`src/sv/fem_2d_jacobian_cartesian_derivs_assert.svh`:
```
// Assertion macros shared by the top module and fjc_front.
// Expects signals named clk and rst in the module that uses them.
`ifndef FEM_2D_JACOBIAN_CARTESIAN_DERIVS_ASSERT_SVH
`define FEM_2D_JACOBIAN_CARTESIAN_DERIVS_ASSERT_SVH

// same-cycle implication, quiet during reset
`define FJC_ASSERT_IMP(lbl, ante, cons, msg) \
  lbl: assert property (@(posedge clk) disable iff (rst) (ante) |-> (cons)) \
    else $error(msg);

// next-cycle implication, quiet during reset
`define FJC_ASSERT_NXT(lbl, ante, cons, msg) \
  lbl: assert property (@(posedge clk) disable iff (rst) (ante) |=> (cons)) \
    else $error(msg);

`endif

```
`src/sv/fjc_pkg.sv`:
```
// Shared types and constants for the 2D Jacobian / Cartesian derivative block.
// No dependencies.
`default_nettype none
package fjc_pkg;
  localparam int COORD_W    = 32;
  localparam int SHP_W      = 20;
  localparam int ACC_W      = 56;
  localparam int PROD_W     = 2 * ACC_W + 1;
  localparam int DET_W      = PROD_W + 1;
  localparam int NX_W       = 77;
  localparam int OUT_W      = 32;
  localparam int DETO_W     = 64;
  localparam int IDX_OUT_W  = 4;
  localparam int FIFO_DEPTH = 4;
  localparam int DIG_W      = 14;
  localparam int G_FRAC     = 16;
  localparam int D_FRAC     = 32;

  typedef struct packed {
    logic signed [COORD_W-1:0] x;
    logic signed [COORD_W-1:0] y;
    logic signed [SHP_W-1:0]   sh;
    logic signed [SHP_W-1:0]   dxi;
    logic signed [SHP_W-1:0]   deta;
    logic                      last;
  } node_t;

  typedef struct packed {
    logic [IDX_OUT_W-1:0]     node_index;
    logic signed [OUT_W-1:0]  deriv_x;
    logic signed [OUT_W-1:0]  deriv_y;
    logic signed [OUT_W-1:0]  gauss_x;
    logic signed [OUT_W-1:0]  gauss_y;
    logic signed [DETO_W-1:0] determinant;
    logic                     valid_res;
    logic                     last_out;
  } res_t;

  typedef enum logic [4:0] {
    BK_ACC, BK_DET1, BK_DET1W, BK_DET2, BK_DET2W, BK_DETF, BK_RD,
    BK_X1, BK_X1W, BK_X2, BK_X2W, BK_XD,
    BK_Y1, BK_Y1W, BK_Y2, BK_Y2W, BK_YD, BK_OUT
  } bk_st_t;

  typedef enum logic [2:0] {
    DV_IDLE, DV_ABS, DV_SUM, DV_CHK, DV_RUN, DV_DONE
  } dv_st_t;
endpackage
`default_nettype wire

```
`src/sv/fjc_front.sv`:
```
// Input side: takes node transactions and queues them for the back end.
// Depends on fjc_pkg and the assertion macro header.
`default_nettype none
`include "fem_2d_jacobian_cartesian_derivs_assert.svh"
module fjc_front (
  input  logic          clk,
  input  logic          rst,
  input  logic          push,
  input  fjc_pkg::node_t din,
  output logic          full,
  output logic          head_vld,
  output fjc_pkg::node_t head,
  input  logic          head_pop
);
  import fjc_pkg::*;
  localparam int PTR_W  = $clog2(FIFO_DEPTH);
  localparam int FILL_W = $clog2(FIFO_DEPTH + 1);

  node_t             mem [FIFO_DEPTH];
  logic [PTR_W-1:0]  wp, rp;
  logic [FILL_W-1:0] fill;
  logic              acc_in;

  assign full     = (fill == FILL_W'(FIFO_DEPTH));
  assign acc_in   = push && !full;
  assign head_vld = (fill != '0);
  assign head     = mem[rp];

  always_ff @(posedge clk) begin
    if (rst) begin
      wp   <= '0;
      rp   <= '0;
      fill <= '0;
    end else begin
      if (acc_in) wp <= wp + 1'b1;
      if (head_pop) rp <= rp + 1'b1;
      if (acc_in && !head_pop) fill <= fill + 1'b1;
      else if (!acc_in && head_pop) fill <= fill - 1'b1;
    end
  end

  always_ff @(posedge clk) begin
    if (acc_in) mem[wp] <= din;
  end

  `FJC_ASSERT_IMP(a_fill_range, 1'b1, fill <= FILL_W'(FIFO_DEPTH), "queue fill over depth")
  `FJC_ASSERT_IMP(a_no_underflow, head_pop, fill != '0, "pop from empty queue")
  `FJC_ASSERT_NXT(a_fill_up, acc_in && !head_pop, fill == $past(fill) + 1'b1, "fill not bumped")
endmodule
`default_nettype wire

```
`config.mk`:
```
export PLATFORM = sky130hd
export DESIGN_NAME = fjc_front
export DESIGN_NICKNAME = d
export VERILOG_FILES = /design/src/sv/fjc_pkg.sv /design/src/sv/fjc_front.sv
export VERILOG_INCLUDE_DIRS = /design/src /design/src/sv
export SDC_FILE = /design/constraint.sdc
export NUM_CORES = 1
export LEC_CHECK = 0
export BUFFER_PORTS_ARGS = -buffer_cell sky130_fd_sc_hd__buf_2
export CAP_MARGIN = 10
export CORE_ASPECT_RATIO = 1.4
export CORE_UTILIZATION = 57
export CTS_CLUSTER_DIAMETER = 120
export DETAILED_ROUTE_END_ITERATION = 6
export MAX_ROUTING_LAYER = met4
export PLACE_DENSITY = 0.9
export SYNTH_ARGS = -nofsm -noshare
export SYNTH_HDL_FRONTEND = slang
export SYNTH_SLANG_ARGS = --single-unit
```
`constraint.sdc`:
```
create_clock -name clk -period 5.2 [get_ports clk]
set_clock_uncertainty 0.1 [all_clocks]
set_input_delay 0.26 -clock clk [delete_from_list [all_inputs] [get_ports clk]]
set_output_delay 0.26 -clock clk [all_outputs]
set_load 0.03 [all_outputs]
```
Yosys cells after proc, flatten, opt, wreduce, memory -nomap -nowiden
Memory sizes are Yosys's and may differ from the RTL's. A register that Yosys moved wholly into a read port is not among the register bits.
Cells that the tools add are included.
Operators by class
  muxes and demuxes: 6
  add/sub/neg operators: 4
  reduce and logical (&&, ||, !) cells: 8
  equality and inequality tests: 1
Operators by type and width (number)
  $mux W3: 2
  $add A2 B1 Y2 const B: 2
  $mux W2: 2
  $add A3 B1 Y3 const B: 1
  $eq A3 B3 Y1 const B: 1
  $logic_and A1 B1 Y1: 3
  $logic_not A1 Y1: 3
  $reduce_bool A3 Y1: 1
  $sub A3 B1 Y3 const B: 1
  $mux W1: 2
  $reduce_bool A2 Y1: 1
Word-level totals
  logic and storage cells: 23
  RAM bits: 500
  memories kept: 1
  register bits after elaboration: 7
  input port bits: 129
Memories
  mem: words 4, width 125, rd ports 1, clocked after Yosys merged registers in 1, write ports 1, RTL line fjc_front.sv:19  | node_t mem [FIFO_DEPTH];

Depth between registers and ports, before layout
Gate-level depths: netlist (run 1).
  depth after elaboration: 7
  depth in mapped cells: 8
  depth with buffers taken out: 8

Least setup slack after synthesis (run 1)
OpenSTA, ideal clock, no wires.
  kind: reg-to-reg
  start point: reg fill[0]
  end point: mem mem[0][0] (netlist name), enable pin
  library setup time: 0.499 ns
  slack: 0.828 ns
  stages on the path, launching flop included: 4
  path buffers: 0
  data arrival time: 3.773 ns
  cell sequence: dfxtp_1 > nor3b_1 > nor2_1 > and2_1
On the way
  word-level cells in the longest chain between the ends: 5
Ends and longest elaborated chain
  start: declaration: RTL line fjc_front.sv:21  | logic [FILL_W-1:0] fill;
  start signal: assignment: RTL line fjc_front.sv:37  | if (acc_in && !head_pop) fill <= fill + 1'b1;
  start signal: assignment: RTL line fjc_front.sv:38  | else if (!acc_in && head_pop) fill <= fill - 1'b1;
  $eq A3 B3 Y1: RTL line fjc_front.sv:24  | assign full = (fill == FILL_W'(FIFO_DEPTH));
  via full: RTL line fjc_front.sv:10  | output logic full,
  $logic_not A1 Y1: RTL line fjc_front.sv:25  | assign acc_in = push && !full;
  $logic_and A1 B1 Y1: RTL line fjc_front.sv:25
  via acc_in: RTL line fjc_front.sv:22  | logic acc_in;
  $mux W1: RTL line fjc_front.sv:43  | if (acc_in) mem[wp] <= din;
  $mux W1 (implied by the code): RTL line fjc_front.sv:43
  end: declaration: RTL line fjc_front.sv:19
The timed path passes the listed nets, and every way through them passes these cells.

==> reports/results.env, run 1 <==
NETLIST-CELL-TYPE-COUNT=20
POST_SYNTH_EDFFS=500
CLKTRANSATPATHREGS_NS=0.07
UTILIZATION=0.722
GLOBAL_ROUTE.USAGE.MET2=0.409
ROUTE.DETAILED.WL_PER_INST_UM=24.3
DP.FINAL_HPWL_MM=19.9
GRT_USE_MET1=0.280
POST_DRT_VIA_CELL_RATIO=5.80
TIMING_WORST_SETUP_PATH_TYPE='flop to primary output'
LEAKAGEPOWER_nW=7.75
TOTAL_POWER_W=0.00971
ROUTE.FINAL.WIRE_LENGTH_MM=37.4
FIRST_PASS_GRT_WIRE_LENGTH_MM=55.7
CTS_BUFFER_DEPTH=3
YS_SEQ_ELEMENTS=509
POST_CTS.RESIZED_INSTANCES=0
GRT_START_MAX_NET_PINS=69
GLOBAL_ROUTE.USAGE.TOTAL=0.238
SYNTH-SEQ-AREA-SHARE=0.823
CTS_MAX_LEVEL=2
CORE.ROWCOUNT=77
MAX_FREQ_GHz=0.307
FINISH.INSTANCE_AREA_SQ_UM=22900
REMAINING_OVERFLOW_GRT=0
PLACED_AREA_SQ_UM=20200
SYNTHESIS.YOSYS.WARNINGS=0
ANTENNA_FOUND_INITIAL=5
SYNTH.MOST_COMMON_CELL='edfxtp_1'
TOP_LEVEL_PORTS=256
ASYNC_RESET_FF_FRAC=0
CP_NUM_BUF_INV=2
DRT-PASS1-ITER-COUNT=5
WORST_PATH_MAX_DELAY_CELL='dfxtp_4'
TIMING.CRITICAL_PATH.SLOWEST_CELL_DELAY_NS=0.88
CLOCK_INSERTION_DELAY_WORST_SKEW_NS=0.54
GRT-BUSIEST-LAYER='met2'
MAXCAPVIOLCOUNT=0
CLOCK_TREE.ROOT_CELL='clkbuf_16'
DIEAREA_SQ_UM=33100
SYNTH.AREA.TOP_CELLS='edfxtp_1 (81%), mux4_2 (15%), dfxtp_1 (0.98%)'
CRITPATHMAXFANOUT=40
END_KIND='primary output'
FP.COREAREA_SQ_UM=31700
CRIT_PATH_CELL_TRACE='buf_4, mux4_2, buf_2'
FINALSETUPVIOLCOUNT=0
VIAS=8927
HOLD_VIOL_FINAL=0
STATUS='finished, final reports clean'
PORTBUFFERS=255
NUMCTSBUFFERS=44
SYN_NETS=836
WORSTMARGINPINSLEW_NS=1.03
DRV_SLEW=0
TRITONCTS='done'
DRT_ITER0_DRC=680
GRT_SETUP_UNREPAIRED='no'
STARTPOINT_TYPE='flop'
POST_SYNTH_INSTANCE_AREA_SQ_UM=18500
FP.DIEW_UM=154
POST_ROUTE_CELLS_DRIVE_ABOVE_1_SHARE=0.400
MEAN_SYN_CELL_AREA_SQ_UM=26.3
RATIO_OF_TOTAL_POWER_TO_CELL_AREA_nW_PER_UM2=424
WHS_NS=0.179
INITIAL_CORE_UTIL=0.582
TIMING.SETUP.TNS_NS=0
USE_MET3=0.0460
RELSLEWSLACK=0.313
FIN_NETS=1243
SYNTHESIS.INSTANCES=701
CLOCK-SINKS=509
DIE_HEIGHT_UM=215
FIRST_GLOBAL_VIAS=9439
CP_TOP_FAMILY='flip-flops'
SYNTH_AREA_LEADER_CELL='edfxtp_1'
YS_DOMINANT_REG_CELL='edfxtp_1'
DRC_VIOLATIONS_LEFT=0
SYNTH.TOP_CELL.AREA_SHARE=0.814
NETLIST_TOP_CELLS_COUNT='edfxtp_1 (500), mux4_2 (125), buf_2 (14), dfxtp_1 (9), clkbuf_1 (8)'
HOLD_PATH.CLASS='input port to flop'
WORST-ENDPOINT-ARRIVAL_NS=2.89
PEAK_SUPPLY_DROP_mV=0.418
MIN_PERIOD_OVER_PERIOD=0.626
CP_DATA_REQUIRED_TIME_NS=4.84
LAYOUT_MIN_CYCLE_TIME_NS=3.25
GPL.FINAL_WEIGHTED_CONGESTION=0.790
FINAL_ANTENNA_NET_COUNT=0
SYN2LAYOUT_AREA_GROWTH_PCT=23.9
## report_power, final
group          leakage [nW]  total [W]  switching, W  internal (W)
logic                  2.42    0.00153      0.000962      0.000565
registers              4.66    0.00502      0.000132       0.00489
clock network         0.676    0.00316       0.00138       0.00179
## worst reg2reg max path, cell delays in order, from the launching register on
cell and delay, ns:
dfxtp_1 0.42, nor3b_1 0.13, nor2_1 0.42, and2_4 0.85, buf_12 0.43
## registers in the layout, summed over array words and instances (netlist names), named ones only
register,count
wp,2
rp,2
fill,3
mem,500
## final timing paths
path | from | to | slack [ns] | cells past startpoint
worst max-delay path | flop | head[108] | 1.95 | 3
worst min-delay path | push | wp[1] | 0.18 | 4
worst min register to register | rp[1] | rp[1] | 0.44 | 2
worst max register to register | fill[0] | mem[1][122] | 2.37 | 4
## stage by stage
stage          setup WS, ns  instances
4_1_cts                1.88       1535
3_3_place_gp           2.50       1329
6_report               1.95       1540
3_5_place_dp           2.46       1329
2_1_floorplan         0.828        701
5_1_grt                1.72       1540
## layout by cell type (no fill, tap or decap), types with 6 or more instances in the layout
cell and instances:
edfxtp_1 500, buf_2 255, dlygate4sd3_1 128, mux4_2 125, clkbuf_16 45, clkinv_2 9
clkbuf_1 8, clkinv_1 7, dfxtp_1 7, nor2_1 6, buf_12 6
## what timing repair did
item	4_1_cts	5_1_grt
hold buffers	128	0
setup buffers	0	0
hold endpoints to repair	508	0
## layer usage
layer | routed length (um) | up-vias
met4 | 1250 | 0
met5 | 0 | -
met3 | 2640 | 71
li1 | - | 3841
met1 | 13300 | 4580
met2 | 20100 | 435
## layout make-up
cell class / instances / area [sq um]
Sequential cell: 509 / 15200
Antenna cell: 5 / 12.5
Multi-Input combinational cell: 158 / 3070
Tap cell: 395 / 494
Clock inverter: 25 / 231
Inverter: 5 / 18.8
Timing Repair Buffer: 390 / 2690
Fill cell: 1691 / 8820
Clock buffer: 53 / 1160
## cell families after synthesis
group           synth area share
compound gates           0.00108
xor+xnor                 0.00190
fa+ha+maj                0.00447
buf+inv                   0.0107
flops                      0.823
mux                        0.154
simple gates             0.00488
No activity file was read; power rests on OpenSTA's default activity.
==> run 2: changes to the inputs <==
==> constraint.sdc (replaced) <==
create_clock -name clk -period 3.34 [get_ports clk]
set_clock_uncertainty 0.1 [all_clocks]
set_input_delay 0.167 -clock clk [delete_from_list [all_inputs] [get_ports clk]]
set_output_delay 0.167 -clock clk [all_outputs]
set_load 0.03 [all_outputs]
==> reports/results.env, run 2 (synthesis results as in run 1) <==
CRITPATHMAXFANOUT=28  # -30%
FP.COREAREA_SQ_UM=31700  # unchanged
NUMCTSBUFFERS=44  # unchanged
WORST_PATH_MAX_DELAY_CELL='dfxtp_4'
MAXCAPVIOLCOUNT=0  # unchanged
DRC_VIOLATIONS_LEFT=0  # unchanged
INITIAL_CORE_UTIL=0.582  # unchanged
POST_DRT_VIA_CELL_RATIO=5.83  # +0.50%
FINAL_ANTENNA_NET_COUNT=0  # unchanged
MAX_FREQ_GHz=0.367
GRT_START_MAX_NET_PINS=68  # -1.4%
FF2FF_PATH_DEPTH=8  # +4
DP.FINAL_HPWL_MM=21.0  # +5.4%
HOLD_PATH.CLASS='input port to flop'
CTS_BUFFER_DEPTH=3  # unchanged
TOP_LEVEL_PORTS=256  # unchanged
DRT_ITER0_DRC=749  # +10%
CRIT_PATH_CELL_TRACE='buf_4, mux4_2, buf_2'
R2R_END='fill[2]'
CLOCK_INSERTION_DELAY_WORST_SKEW_NS=0.54  # about the same
TIMING.CRITICAL_PATH.SLOWEST_CELL_DELAY_NS=0.77  # -0.11 ns
WORSTMARGINPINSLEW_NS=0.888  # -0.143 ns
FIN_NETS=1254  # +0.88%
TOP_REGISTER='mem'
FINALSETUPVIOLCOUNT=0  # unchanged
DRT-PASS1-ITER-COUNT=5  # unchanged
TIMING.REG2REG.SETUP_SLACK_NS=0.80  # -1.57 ns
HOLD_VIOL_FINAL=0  # unchanged
CP_DATA_REQUIRED_TIME_NS=3.07  # -1.77 ns
LAYOUT_SETUP_WS_NS=0.615  # -1.33 ns
FP.DIEW_UM=154  # unchanged
LEAKAGEPOWER_nW=7.84  # +1.1%
PORTBUFFERS=255  # unchanged
GRT_SETUP_UNREPAIRED='no'
DIE_HEIGHT_UM=215  # unchanged
CP_NUM_BUF_INV=2  # unchanged
CRITICAL_PATH_DEPTH=3  # unchanged
REMAINING_OVERFLOW_GRT=0  # unchanged
FINISH.INSTANCE_AREA_SQ_UM=23100  # +0.90%
CTSHOLDBUFFERS=129  # +0.78%
WORST_SETUP_PATH_ENDPOINT='head[31]'
ANTENNA_FOUND_INITIAL=5  # unchanged
LEADING_CELL_TYPE_IN_THE_LAYOUT_FILL_AND_TAPS_EXCLUDED='edfxtp_1'
ROUTE.DETAILED.WL_PER_INST_UM=25.4  # +4.6%
CLKTRANSATPATHREGS_NS=0.07  # about the same
VIAS=9065  # +1.5%
FIRST_GLOBAL_VIAS=9750  # +3.3%
POST-CTS-SETUP-BUFFERS=0  # unchanged
PLACED_AREA_SQ_UM=20400  # +0.81%
WHS_PATH_DEPTH=2  # -2
DIEAREA_SQ_UM=33100  # unchanged
CLOCK_TREE.ROOT_CELL='clkbuf_16'
WORST-ENDPOINT-ARRIVAL_NS=2.46  # -0.43 ns
POST_ROUTE_CELLS_DRIVE_ABOVE_1_SHARE=0.405  # +0.00519
STATUS='finished, final reports clean'
TIMING.SETUP.TNS_NS=0  # unchanged
TIMING_WORST_SETUP_PATH_TYPE='flop to primary output'
POST_CTS.RESIZED_INSTANCES=0  # unchanged
END_KIND='primary output'
FIRST_PASS_GRT_WIRE_LENGTH_MM=58.4  # +4.9%
HIGHEST_COUNT_CELLS_IN_THE_LAYOUT_IGNORING_FILL_AND_TAPS='edfxtp_1 (500), buf_2 (255), dlygate4sd3_1 (129)'
PEAK_SUPPLY_DROP_mV=0.546  # +31%
CP_TOP_FAMILY='flip-flops'
RATIO_OF_TOTAL_POWER_TO_CELL_AREA_nW_PER_UM2=662  # +56%
SYN2LAYOUT_AREA_GROWTH_PCT=25.1
CLOCK-SINKS=509  # unchanged
REG_TOP3='mem (500), fill (3)'
UTILIZATION=0.728  # +0.00651
CORE.ROWCOUNT=77  # unchanged
DRV_SLEW=0  # unchanged
STARTPOINT_TYPE='flop'
LARGEST_REG_FLOPS=500  # unchanged
TRITONCTS='done'
ROUTE.FINAL.WIRE_LENGTH_MM=39.5  # +5.6%
GLOBAL_ROUTE.USAGE.TOTAL=0.251  # +0.0130
CTS_MAX_LEVEL=2  # unchanged
GPL.FINAL_WEIGHTED_CONGESTION=0.753  # -4.7%
CRIT-REG2REG-LAUNCH='fill[0]'
DETAILEDPLACE.WORSTSLACK_NS=0.937  # -1.52 ns
RELSLEWSLACK=0.408  # +0.0953
MIN_PERIOD_OVER_PERIOD=0.816
LAYOUT_MIN_CYCLE_TIME_NS=2.73
## run 2: changes by cell type in the layout (fill, tap and decap cells not counted)
cell,delta
diode_2,+1
clkbuf_16,+1
clkinv_2,-2
inv_6,+3
clkinvlp_4,+1
clkbuf_1,+2
dlygate4sd3_1,+1
buf_4,+3
clkbuf_8,+1
buf_12,+7
bufinv_16,-1
clkinv_4,-1
## run 2: report_power, final
| part | switching (W) | leakage, nW | internal, W | total, W |
|---|---|---|---|---|
| clock network | 0.00223 | 0.685 | 0.00280 | 0.00503 |
| logic | 0.00157 | 2.50 | 0.000919 | 0.00249 |
| registers | 0.000169 | 4.66 | 0.00760 | 0.00777 |
## run 2: metrics by stage
step / hold WS, ns / total power [W] / std cells
after detailed placement: 0.282 / 0.0102 / 1339
after floorplan: 0.166 / 0.00944 / 701
after global routing: 0.260 / 0.0157 / 1555
after CTS: 0.231 / 0.0153 / 1550
final: 0.256 / 0.0153 / 1556
after global placement: 0.277 / 0.0101 / 1339
## run 2: area by class of cell
cell class	instances	area, sq um
diodes	6	15.0
clock buffers	57	1200
clock inverters	25	216
fillers	1668	8620
inverters	5	18.8
multi-input cells	158	3070
flip-flops and latches	509	15200
well taps	395	494
repair buffers	401	2860
## run 2: worst reg2reg max path, stage by stage (launching register included)
cell	delay (ns)
dfxtp_1	0.40
nor3b_1	0.11
nor2_1	0.45
ha_1	0.34
inv_1	0.07
fa_1	0.38
xor2_1	0.17
or3_1	0.31
a21oi_1	0.14
## run 2: worst min-delay path by stage
stage                  start          end  slack [ns]
floorplan             din[0]    mem[0][0]        0.17
global placement      din[6]    mem[1][6]        0.28
detailed placement   din[33]   mem[2][33]        0.28
CTS                 din[107]  mem[2][107]        0.23
global route         din[69]   mem[2][69]        0.26
finish               din[46]   mem[3][46]        0.26
## run 2: routing by layer
metal / part of all wire / track usage / vias up
met4: 0.035 / 0.0960 / 0
met2: 0.55 / 0.441 / 420
met3: 0.062 / 0.0395 / 78
met1: 0.35 / 0.291 / 4703
met5: 0 / - / -
li1: - / - / 3864
